### src/hw/rtl/triplet_sum_sort_two_pointer_core_defines.svh
// Assertion macros shared by the triplet-sum search RTL.
// Stands alone; included by the files that carry concurrent assertions.
`ifndef TRIPLET_SUM_SORT_TWO_POINTER_CORE_DEFINES_SVH
`define TRIPLET_SUM_SORT_TWO_POINTER_CORE_DEFINES_SVH

// Same-cycle implication, masked while reset is high.
`define TSSP_ASSERT_IMPL(label, clk, rst, ante, cons, msg) \
  label: assert property (@(posedge clk) disable iff (rst) (ante) |-> (cons)) else $error(msg);

// Next-cycle implication, masked while reset is high.
`define TSSP_ASSERT_NEXT(label, clk, rst, ante, cons, msg) \
  label: assert property (@(posedge clk) disable iff (rst) (ante) |=> (cons)) else $error(msg);

`endif

### src/hw/rtl/tssp_pkg.sv
// Shared types and constants for the triplet-sum search core.
// No dependencies; compiled before all other RTL files.
package tssp_pkg;

  localparam int TARGET_WIDTH = 18;

  typedef enum logic [3:0] {
    ST_IDLE,
    ST_SO_RD,
    ST_SO_KEY,
    ST_SO_CMP,
    ST_SO_PUT,
    ST_SR_ANCH,
    ST_SR_WANT,
    ST_SR_CMP,
    ST_DONE
  } state_t;

endpackage

### src/hw/rtl/tssp_ram.sv
// Generic RAM: one write port, two read ports with registered read data.
// No dependencies.
module tssp_ram #(
  parameter int WIDTH = 16,
  parameter int DEPTH = 64
) (
  input  logic                     clk,
  input  logic                     we,
  input  logic [$clog2(DEPTH)-1:0] waddr,
  input  logic [WIDTH-1:0]         wdata,
  input  logic [$clog2(DEPTH)-1:0] raddr0,
  output logic [WIDTH-1:0]         rdata0,
  input  logic [$clog2(DEPTH)-1:0] raddr1,
  output logic [WIDTH-1:0]         rdata1
);

  logic [WIDTH-1:0] mem [DEPTH];

  always_ff @(posedge clk) begin
    if (we) begin
      mem[waddr] <= wdata;
    end
    rdata0 <= mem[raddr0];
    rdata1 <= mem[raddr1];
  end

endmodule

### src/hw/rtl/triplet_sum_sort_two_pointer_core.sv
// Triplet-sum search core: loads a set, sorts it, runs a two-pointer search.
// Depends on tssp_pkg, tssp_ram and triplet_sum_sort_two_pointer_core_defines.svh.
//
// Usage:
//   The input channel (in_valid/in_ready, value, last) takes one word per
//   element. Each word is taken while the core is idle. A word
//   with last set closes the set; the core then sorts the stored elements and
//   searches them, and in_ready stays low until the result is handed to the
//   output register. One result word (found, overflow) leaves on the output
//   channel (out_valid/out_ready) for every set.
//   Words beyond MAX_ITEMS are dropped, a closing word included, and the
//   result then reports overflow. Sets of fewer than three elements report
//   found low; they skip the sort and the search and go straight to ST_DONE.
//   After the closing word of an n-element set, an insertion sort puts the
//   elements in order, and a two-pointer search then runs from each anchor
//   in turn until a match is found or the anchors run out.
//   Every step goes through the single element RAM with its registered reads.
//   If the receiver stalls, the result waits in the output register while the
//   next set loads; a finished search holds until that register is free.
//   cfg_we writes cfg_data into target_sum. Reset clears the element count,
//   the overflow flag, target_sum and the output valid.
`include "triplet_sum_sort_two_pointer_core_defines.svh"

module triplet_sum_sort_two_pointer_core #(
  parameter int MAX_ITEMS   = 64,
  parameter int VALUE_WIDTH = 16
) (
  input  logic                                    clk,
  input  logic                                    rst,
  input  logic                                    in_valid,
  output logic                                    in_ready,
  input  logic signed [VALUE_WIDTH-1:0]           value,
  input  logic                                    last,
  output logic                                    out_valid,
  input  logic                                    out_ready,
  output logic                                    found,
  output logic                                    overflow,
  input  logic                                    cfg_we,
  input  logic signed [tssp_pkg::TARGET_WIDTH-1:0] cfg_data
);
  import tssp_pkg::*;

  localparam int AW   = $clog2(MAX_ITEMS);
  localparam int CNTW = $clog2(MAX_ITEMS + 1);
  localparam int VW   = VALUE_WIDTH;
  localparam int CW   = ((TARGET_WIDTH > VW) ? TARGET_WIDTH : VW) + 2;

  state_t state, state_next;

  logic [CNTW-1:0] count, count_next;
  logic [CNTW-1:0] n_items, n_items_next;
  logic            ovf_seen, ovf_seen_next;
  logic [AW-1:0]   a, a_next;
  logic [AW-1:0]   b, b_next;
  logic [AW-1:0]   i, i_next;
  logic [AW-1:0]   lo, lo_next;
  logic [AW-1:0]   hi, hi_next;
  logic [VW-1:0]   key, key_next;
  logic signed [CW-1:0] want, want_next;
  logic signed [CW-1:0] sum;
  logic signed [TARGET_WIDTH-1:0] target_sum;
  logic            res_found, res_found_next;
  logic            res_ovf, res_ovf_next;
  logic            out_valid_next, found_next, overflow_next;
  logic [CNTW-1:0] cnt_after;
  logic            full;

  logic            we;
  logic [AW-1:0]   waddr, raddr0, raddr1;
  logic [VW-1:0]   wdata, rd0, rd1;

  tssp_ram #(
    .WIDTH (VW),
    .DEPTH (MAX_ITEMS)
  ) u_store (
    .clk    (clk),
    .we     (we),
    .waddr  (waddr),
    .wdata  (wdata),
    .raddr0 (raddr0),
    .rdata0 (rd0),
    .raddr1 (raddr1),
    .rdata1 (rd1)
  );

  assign in_ready = (state == ST_IDLE);
  assign full     = (count >= CNTW'(MAX_ITEMS));
  assign cnt_after = full ? count : count + CNTW'(1);
  assign sum = {{(CW-VW){rd0[VW-1]}}, rd0} + {{(CW-VW){rd1[VW-1]}}, rd1};

  always_ff @(posedge clk) begin
    if (rst) begin
      state      <= ST_IDLE;
      count      <= '0;
      ovf_seen   <= 1'b0;
      out_valid  <= 1'b0;
      target_sum <= '0;
    end else begin
      state     <= state_next;
      count     <= count_next;
      ovf_seen  <= ovf_seen_next;
      out_valid <= out_valid_next;
      if (cfg_we) begin
        target_sum <= cfg_data;
      end
    end
  end

  always_ff @(posedge clk) begin
    n_items   <= n_items_next;
    a         <= a_next;
    b         <= b_next;
    i         <= i_next;
    lo        <= lo_next;
    hi        <= hi_next;
    key       <= key_next;
    want      <= want_next;
    res_found <= res_found_next;
    res_ovf   <= res_ovf_next;
    found     <= found_next;
    overflow  <= overflow_next;
  end

  always_comb begin
    state_next     = state;
    count_next     = count;
    ovf_seen_next  = ovf_seen;
    n_items_next   = n_items;
    a_next         = a;
    b_next         = b;
    i_next         = i;
    lo_next        = lo;
    hi_next        = hi;
    key_next       = key;
    want_next      = want;
    res_found_next = res_found;
    res_ovf_next   = res_ovf;
    out_valid_next = out_valid && !out_ready;
    found_next     = found;
    overflow_next  = overflow;
    we             = 1'b0;
    waddr          = count[AW-1:0];
    wdata          = value;
    raddr0         = a;
    raddr1         = hi;

    case (state)
      ST_IDLE: begin
        if (in_valid) begin
          if (!full) begin
            we         = 1'b1;
            count_next = cnt_after;
          end else begin
            ovf_seen_next = 1'b1;
          end
          if (last) begin
            n_items_next   = cnt_after;
            count_next     = '0;
            ovf_seen_next  = 1'b0;
            res_ovf_next   = ovf_seen || full;
            res_found_next = 1'b0;
            a_next         = AW'(1);
            if (cnt_after >= CNTW'(3)) begin
              state_next = ST_SO_RD;
            end else begin
              state_next = ST_DONE;
            end
          end
        end
      end

      ST_SO_RD: begin
        raddr0     = a;
        state_next = ST_SO_KEY;
      end

      ST_SO_KEY: begin
        key_next   = rd0;
        b_next     = a;
        raddr0     = a - AW'(1);
        state_next = ST_SO_CMP;
      end

      ST_SO_CMP: begin
        // rd0 holds the element just below slot b; shift it up while it is larger.
        if ($signed(rd0) > $signed(key)) begin
          we     = 1'b1;
          waddr  = b;
          wdata  = rd0;
          b_next = b - AW'(1);
          if (b == AW'(1)) begin
            state_next = ST_SO_PUT;
          end else begin
            raddr0 = b - AW'(2);
          end
        end else begin
          state_next = ST_SO_PUT;
        end
      end

      ST_SO_PUT: begin
        we    = 1'b1;
        waddr = b;
        wdata = key;
        if (CNTW'(a) + CNTW'(1) == n_items) begin
          i_next     = '0;
          state_next = ST_SR_ANCH;
        end else begin
          a_next     = a + AW'(1);
          state_next = ST_SO_RD;
        end
      end

      ST_SR_ANCH: begin
        raddr0     = i;
        state_next = ST_SR_WANT;
      end

      ST_SR_WANT: begin
        want_next = {{(CW-TARGET_WIDTH){target_sum[TARGET_WIDTH-1]}}, target_sum}
                    - {{(CW-VW){rd0[VW-1]}}, rd0};
        lo_next    = i + AW'(1);
        hi_next    = AW'(n_items - CNTW'(1));
        raddr0     = lo_next;
        raddr1     = hi_next;
        state_next = ST_SR_CMP;
      end

      ST_SR_CMP: begin
        if (sum == want) begin
          res_found_next = 1'b1;
          state_next     = ST_DONE;
        end else begin
          if (sum < want) begin
            lo_next = lo + AW'(1);
          end else begin
            hi_next = hi - AW'(1);
          end
          raddr0 = lo_next;
          raddr1 = hi_next;
          if (lo_next >= hi_next) begin
            // Pointers met: move to the next anchor if two elements remain above it.
            if (CNTW'(i) + CNTW'(3) < n_items) begin
              i_next     = i + AW'(1);
              state_next = ST_SR_ANCH;
            end else begin
              state_next = ST_DONE;
            end
          end
        end
      end

      ST_DONE: begin
        if (!out_valid || out_ready) begin
          out_valid_next = 1'b1;
          found_next     = res_found;
          overflow_next  = res_ovf;
          state_next     = ST_IDLE;
        end
      end

      default: begin
        state_next = ST_IDLE;
      end
    endcase
  end

  `TSSP_ASSERT_IMPL(a_ptr_order, clk, rst, state == ST_SR_CMP, lo < hi, "search pointers crossed")
  `TSSP_ASSERT_IMPL(a_sort_slot, clk, rst, state == ST_SO_CMP, (b != '0) && (b <= a), "sort slot out of range")
  `TSSP_ASSERT_IMPL(a_count_max, clk, rst, 1'b1, count <= CNTW'(MAX_ITEMS), "element count above store size")
  `TSSP_ASSERT_NEXT(a_done_load, clk, rst, (state == ST_DONE) && (!out_valid || out_ready), out_valid, "result not loaded")

endmodule
### config.mk
export PLATFORM = sky130hd
export DESIGN_NAME = triplet_sum_sort_two_pointer_core
export DESIGN_NICKNAME = d
export VERILOG_FILES = /design/src/hw/rtl/tssp_pkg.sv /design/src/hw/rtl/tssp_ram.sv /design/src/hw/rtl/triplet_sum_sort_two_pointer_core.sv
export VERILOG_INCLUDE_DIRS = /design/src /design/src/hw/rtl
export SDC_FILE = /design/constraint.sdc
export NUM_CORES = 2
export LEC_CHECK = 0
export BUFFER_PORTS_ARGS = -buffer_cell sky130_fd_sc_hd__buf_2
export CAP_MARGIN = 20
export CORE_AREA = 2 2 449 362
export DETAILED_ROUTE_END_ITERATION = 10
export DIE_AREA = 0 0 451 364
export PLACE_DENSITY_LB_ADDON = 0.15
export SETUP_SLACK_MARGIN = 0.3
export SLEW_MARGIN = 0
export SYNTH_ARGS = -nofsm -noshare
export SYNTH_HDL_FRONTEND = slang
export SYNTH_SLANG_ARGS = --single-unit
export TNS_END_PERCENT = 10
### constraint.sdc
create_clock -name clk -period 9.77 [get_ports clk]
set_input_delay 1.954 -clock clk [delete_from_list [all_inputs] [get_ports clk]]
set_output_delay 1.954 -clock clk [all_outputs]
set_load 0.02 [all_outputs]
# == Word-level counts from Yosys, hierarchy flattened ==
# Memories as Yosys holds them, arrays and structs flattened. A register that Yosys moved wholly into a read port is not among the register bits.
# Index checks and enable logic that the tools add are counted.
# op_classes
n_reduce_logical,22
n_lt_le_gt_ge,6
addsub,13
eq_ne,24
n_mux,57
# op_table
op,n
2-to-1 mux 6 bit,20
one-hot mux 6 bit (2 select lines),6
2-to-1 mux 4 bit,9
one-hot mux 4 bit (9 select lines),1
one-hot mux 16 bit (2 select lines),1
one-hot mux 6 bit (5 select lines),1
subtractor 6 x 1 -> 6 bit (second input constant),4
2-to-1 mux 7 bit,3
equality test 17 x 20 -> 1 bit,1
< comparator 17 x 20 -> 1 bit,1
inequality test 2 bit (second input constant),10
subtractor 18 x 16 -> 19 bit,1
adder 6 x 1 -> 6 bit (second input constant),3
adder 16 x 16 -> 17 bit,1
equality test 4 x 3 -> 1 bit (second input constant),4
> comparator 16 bit,1
2-to-1 mux 16 bit,1
2-to-1 mux 1 bit,12
nonzero test 2 bit,6
AND reduction 5 bit,2
AND reduction 3 bit,3
equality test 4 x 2 -> 1 bit (second input constant),2
AND reduction 4 bit,2
adder 6 x 1 -> 7 bit (second input constant),1
other kinds (21),26
# totals
n_memories,1
inputBits,40
ramBits,1024
out_inout_bits,4
register_bits,108
word_cells,140
# memory_table
memory,words,width,rd,rd_clocked_by_memory_dff,wr,line_no,rtl
u_store.mem,64,16,2,2,1,tssp_ram.sv:17,logic [WIDTH-1:0] mem [DEPTH];

# == Depth between registers and ports, before layout ==
# logic_depth
depth_word,9
mapped_depth,36
depth_no_buf,32

# == By module ==
# From an unflattened synthesis, not the netlist that was laid out.
# unflattened
cells_unflattened,3504
hier_area_um2,57074.7
# modules_own_cells
mod,seq_area_each_um2,n_inst,area_per_inst_um2,cells_each
tssp_ram,31390.1,1,48796.8,2582
triplet_sum_sort_two_pointer_core,2842.7,1,8277.9,922

# == Worst setup path before layout ==
# Ideal clock, no wire load.
# synth_path
path_type,register -> register
from,"register u_store.rdata0[0], read port of u_store.mem"
to,"register u_store.rdata1[10], read port of u_store.mem"
path_slack_ns,2.908
required_time_ns,9.648
arrival_ns,6.740
path_stages_with_launch,33
path_buffers,4
synth_period_minus_slack_ns,6.862
setup_ns,0.122
cell_sequence,dfxtp_1 ha_1 inv_1 fa_1 inv_1 a21oi_1 o21ai_0 a21oi_1 o21ai_0 a21oi_1 o21ai_0 a21o_1 a21oi_1 nand2b_1 a2111oi_0 o21ai_0 a31o_2 ha_1 buf_4 nand4_1 or4_1 buf_2 o221a_2 o41ai_2 a31oi_1 a211oi_2 buf_2 buf_2 mux2i_1 a211oi_1 a31oi_1 nand3_1 a221o_1
# synth_via
elab_chain_len,7
word_cells_on_any_way,8
classes_between,add/sub: 1; order compare: 1; eq/ne: 1; mux: 5
# synth_rtl
element,line_no,rtl
from (decl),tssp_ram.sv:12,"output logic [WIDTH-1:0] rdata0,"
adder 16 x 16 -> 17 bit (*),triplet_sum_sort_two_pointer_core.sv:89,"assign sum = {{(CW-VW){rd0[VW-1]}}, rd0} + {{(CW-VW){rd1[VW-1]}}, rd1};"
< comparator 17 x 20 -> 1 bit,triplet_sum_sort_two_pointer_core.sv:234,if (sum < want) begin
2-to-1 mux 6 bit,triplet_sum_sort_two_pointer_core.sv:234,
2-to-1 mux 6 bit,triplet_sum_sort_two_pointer_core.sv:230,if (sum == want) begin
2-to-1 mux 6 bit,triplet_sum_sort_two_pointer_core.sv:147,case (state)
2-to-1 mux 6 bit (*),-,
one-hot mux 6 bit (2 select lines) (*),triplet_sum_sort_two_pointer_core.sv:147,
to (decl),tssp_ram.sv:14,output logic [WIDTH-1:0] rdata1
# Mark *: on every way between the ends. The rest lies on a longest branch, timed or not. The select of a mux whose other input is x is not followed.
# A chain may end at the register's enable or synchronous reset.

# == Final worst setup path ==
# layout_path
from,"register u_store.rdata0[1], read port of u_store.mem"
to,"register u_store.rdata1[1], read port of u_store.mem"
# layout_via
elab_chain_len,7
word_cells_on_any_way,8
classes_between,add/sub: 1; order compare: 1; eq/ne: 1; mux: 5
# layout_rtl
element,line_no,rtl
adder 16 x 16 -> 17 bit (*),triplet_sum_sort_two_pointer_core.sv:89,
< comparator 17 x 20 -> 1 bit,triplet_sum_sort_two_pointer_core.sv:234,
2-to-1 mux 6 bit,triplet_sum_sort_two_pointer_core.sv:234,
2-to-1 mux 6 bit,triplet_sum_sort_two_pointer_core.sv:230,
2-to-1 mux 6 bit,triplet_sum_sort_two_pointer_core.sv:147,
2-to-1 mux 6 bit (*),-,
one-hot mux 6 bit (2 select lines) (*),triplet_sum_sort_two_pointer_core.sv:147,
via hi_next[2],triplet_sum_sort_two_pointer_core.sv:57,"logic [AW-1:0] hi, hi_next;"
# The timed path passes the listed nets; every way through them passes the cells marked *. The select of a mux whose other input is x is not followed.

==> summary.txt <==
Run status
  – Status: finished, final reports clean

Critical path
  – Crit start category: flip-flop
  – Critical R2R Launch: u_store.rdata0[1]
  – Type of the worst setup path: flip-flop to flip-flop
  – Crit. Startpoint: u_store.rdata0[1]
  – Largest delay contributor family on the critical path: compound AO/OA/AOI/OAI gates
  – Slowest cell delay on critical path: slightly below 0.7 ns
  – Crit path max fanout: 16
  – Worst path required time: 10.31 ns
  – CP Capture Type: flip-flop
  – Critical path arrival: between 9 and 10 ns
  – Crit-path slowest cell: or4_1
  – CP bufs+invs: 3

Floorplanning
  – Die width: 451 µm
  – Row count: about 130
  – # IOs: 44
  – Die Y: between 300 and 400 µm
  – Initial Util: around 37%
  – Die area: about 160000 µm²
  – CORE AREA: approximately 160000 µm²

Finish
  – Fillers: ~15000
  – NumNets Final: 6120
  – Finished Cell Area: around 67000 µm²
  – Layout cell share with drive strength beyond 1: about 10%
  – Commonest non-fill, non-tap cell in the layout: nand2_1
  – Area grow syn2layout: 14.3%
  – Commonest non-fill, non-tap cells in the layout: nand2_1 (1926), edfxtp_1 (1094), nand3_1 (770), a21oi_1 (213), buf_4 (199)
  – Fin cells: a little over 8000

Pwr
  – Clk pwr share: between 40% and 50%
  – Internal cell power: approximately 8.6 mW
  – PD cells: around 170 nW/µm²
  – Seq pwr share: between 40% and 50%
  – Pleak: around 25 nW
  – Sw frac: roughly a quarter
  – Total power draw: 11.4 mW
  – Sw Pwr: 2.82 mW
  – Comb power frac: 8.1%
  – Maximum vdd drop: 0.162 mV

Global route
  – Largest net degree at the start of global routing: 112
  – Number of global-route vias before repair: between 40000 and 50000
  – All-Layer GR Usage: around 28%
  – Antenna violations before repair: 19
  – Total gr overflow: 0
  – Global-route wire length before repair: between 300 and 400 mm

Clock tree
  – Clock slew at reported path FFs: approximately 0.07 ns
  – # clock sinks: between 1000 and 1500
  – Max clock buf depth: 3
  – Clock buffer count from CTS: between 100 and 150
  – Worst skew pair latency: approximately 0.8 ns
  – H-Tree Depth: 3
  – CTS Root Cell: clkbuf_16
  – CTS tree: built

Yosys
  – Primary FF master, synth: edfxtp_1
  – Synth Instances: between 5000 and 6000
  – Largest cells by area after synthesis: edfxtp_1 (56%), nand2_1 (12%), nand3_1 (6.6%)
  – Netlist Area Pre-Place: just under 60000 µm²
  – Syn_area_per_cell: between 9 and 10 µm²
  – Yosys top cell area share: 56.0%
  – Number of distinct library cells after synthesis: a little under 80
  – Number of synthesized flops with an enable pin: between 1000 and 1500
  – Leading area contributor after synthesis: edfxtp_1
  – Yosys warnings: 0
  – Post-synthesis sequential area ratio: between 50% and 60%
  – Syn_nets: a little over 6000
  – Yosys reg bits: 1163
  – Synth async-reset ratio: 0%

Route
  – DRT Pass-1 Iters: 7
  – DR iter-0 viols: slightly below 8000
  – WL/cell: approximately 29 µm
  – Final wirelength: approximately 240 mm
  – Via count: 49600
  – Routed Antenna Nets: 0
  – Post-route DRC: 0
  – Vias per cell: around 6

Worst hold path
  – Hold Startpoint: res_ovf
  – Worst Hold Class: flip-flop to flip-flop

Placed design
  – IO buf count: 43
  – Detailed-placement wirelength estimate: about 150 mm
  – GP Congestion: around 0.92
  – Placed cells: 8000
  – Placed cell areas: roughly 63000 µm²

Timing
  – Least-Margin Pin Slew: around 1.1 ns
  – RSZ-0062 raised after global routing: yes
  – Worst rel slew slack: between 20% and 30%
  – Slew Limit Fails: 0
  – FMAX: 109 MHz
  – Post-route minimum period: roughly 9 ns
  – Setup TNS: 0 ns
  – Clock skew: around 0.052 ns
  – Final hold violations: 0
  – Setup-failing EPs final: 0
  – Final period util: a little over nine tenths

Job
  – Total of max-cap violations: 0
-- synthesized netlist by cell type, types with 18 or more instances --
library cell / count
xnor2_1: 42
clkbuf_1: 252
nor2_1: 196
a21oi_1: 215
o21ai_0: 47
o22ai_1: 34
a211o_1: 20
nand2b_1: 18
dfxtp_1: 69
xor2_1: 22
nand3_1: 771
inv_1: 109
buf_1: 61
a32oi_1: 47
and2_1: 37
a22oi_1: 20
ha_1: 93
mux2i_1: 62
a311oi_1: 25
and3_1: 135
nand2_1: 1942
a221oi_1: 76
edfxtp_1: 1094
o211a_1: 30
a31oi_1: 149
nand4_1: 24
nor3_1: 22
a211oi_1: 88
buf_2: 103
-- through the flow --
stage                     utilization (%)  hold WS, ns  worst slack (ns)
after floorplan                         -        0.400              2.91
after global placement               39.1        0.404            0.0760
after detailed placement             39.2        0.407             0.124
after CTS                            41.7        0.423             0.183
after global routing                 41.8        0.445             0.247
final                                41.8        0.421             0.571
-- what timing repair did --
action	4_1_cts	5_1_grt
endpoints found under the setup margin	3	21
setup buffers	0	6
resized for setup	1	11
pin swaps	0	2
hold buffers	0	0
-- flip-flops by register name, summed over array words and instances (netlist names), 7 cells and up --
name,cells
n_items,7
u_store.rdata0,16
key,16
u_store.mem,1024
want,19
target_sum,18
count,7
u_store.rdata1,16
-- cell families (layout without fill, tap and decap cells) --
family	Yosys count	after routing	share of synthesized area, %
other	0	4	0
flip-flops	1163	1163	58.3
buffers and inverters	537	635	3.72
AND/OR/NAND/NOR	3207	3207	23.5
AO/OA/AOI/OAI	863	863	10.3
adder cells (fa/ha/maj)	95	95	2.05
multiplexers	66	66	1.17
XOR/XNOR	64	64	0.955
-- worst paths after layout --
check                                          to  slack [ns]  depth (start not counted)
worst max-delay path            u_store.rdata1[1]        0.57                         29
worst min-delay path                     overflow        0.42                          0
worst max register to register  u_store.rdata1[1]        0.57                         29
worst min register to register           overflow        0.42                          0
-- worst register-to-register path, delay by kind of cell, from the launching register on --
| family | cells | cell delay [ns] |
|---|---|---|
| AO/OA/AOI/OAI | 18 | 4.69 |
| AND/OR/NAND/NOR | 6 | 2.10 |
| adder cells (fa/ha/maj) | 2 | 0.92 |
| buffers and inverters | 3 | 0.66 |
| flip-flops | 1 | 0.57 |
-- per-layer routing --
metal | up-vias | track usage, % | wire length (µm)
met5 | - | 0 | 81
met4 | 12 | 10.5 | 9820
met3 | 486 | 6.74 | 27700
met2 | 3183 | 40.6 | 99200
met1 | 24200 | 41.6 | 103000
li1 | 21600 | - | -
-- final cells by class --
type	count	area [µm²]	share of cell area, %
Inverter	111	432	0.643
Tap cell	2144	2680	4.00
Clock buffer	161	3290	4.90
Clock inverter	70	826	1.23
Antenna cell	4	10.0	0.0149
Timing Repair Buffer	293	2720	4.06
Sequential cell	1163	34200	51.0
Multi-Input combinational cell	4295	22900	34.1
-- power by group through the flow --
stage,Sequential (mW),Clock [mW],Combinational (mW)
5_1_grt,5.57,5.16,0.997
3_3_place_gp,5.68,0,0.893
3_5_place_dp,5.68,0,0.897
4_1_cts,5.57,4.97,0.903
2_1_floorplan,5.62,0,0.557
6_report,5.58,4.93,0.924
Power figures use the tool's default switching activity.
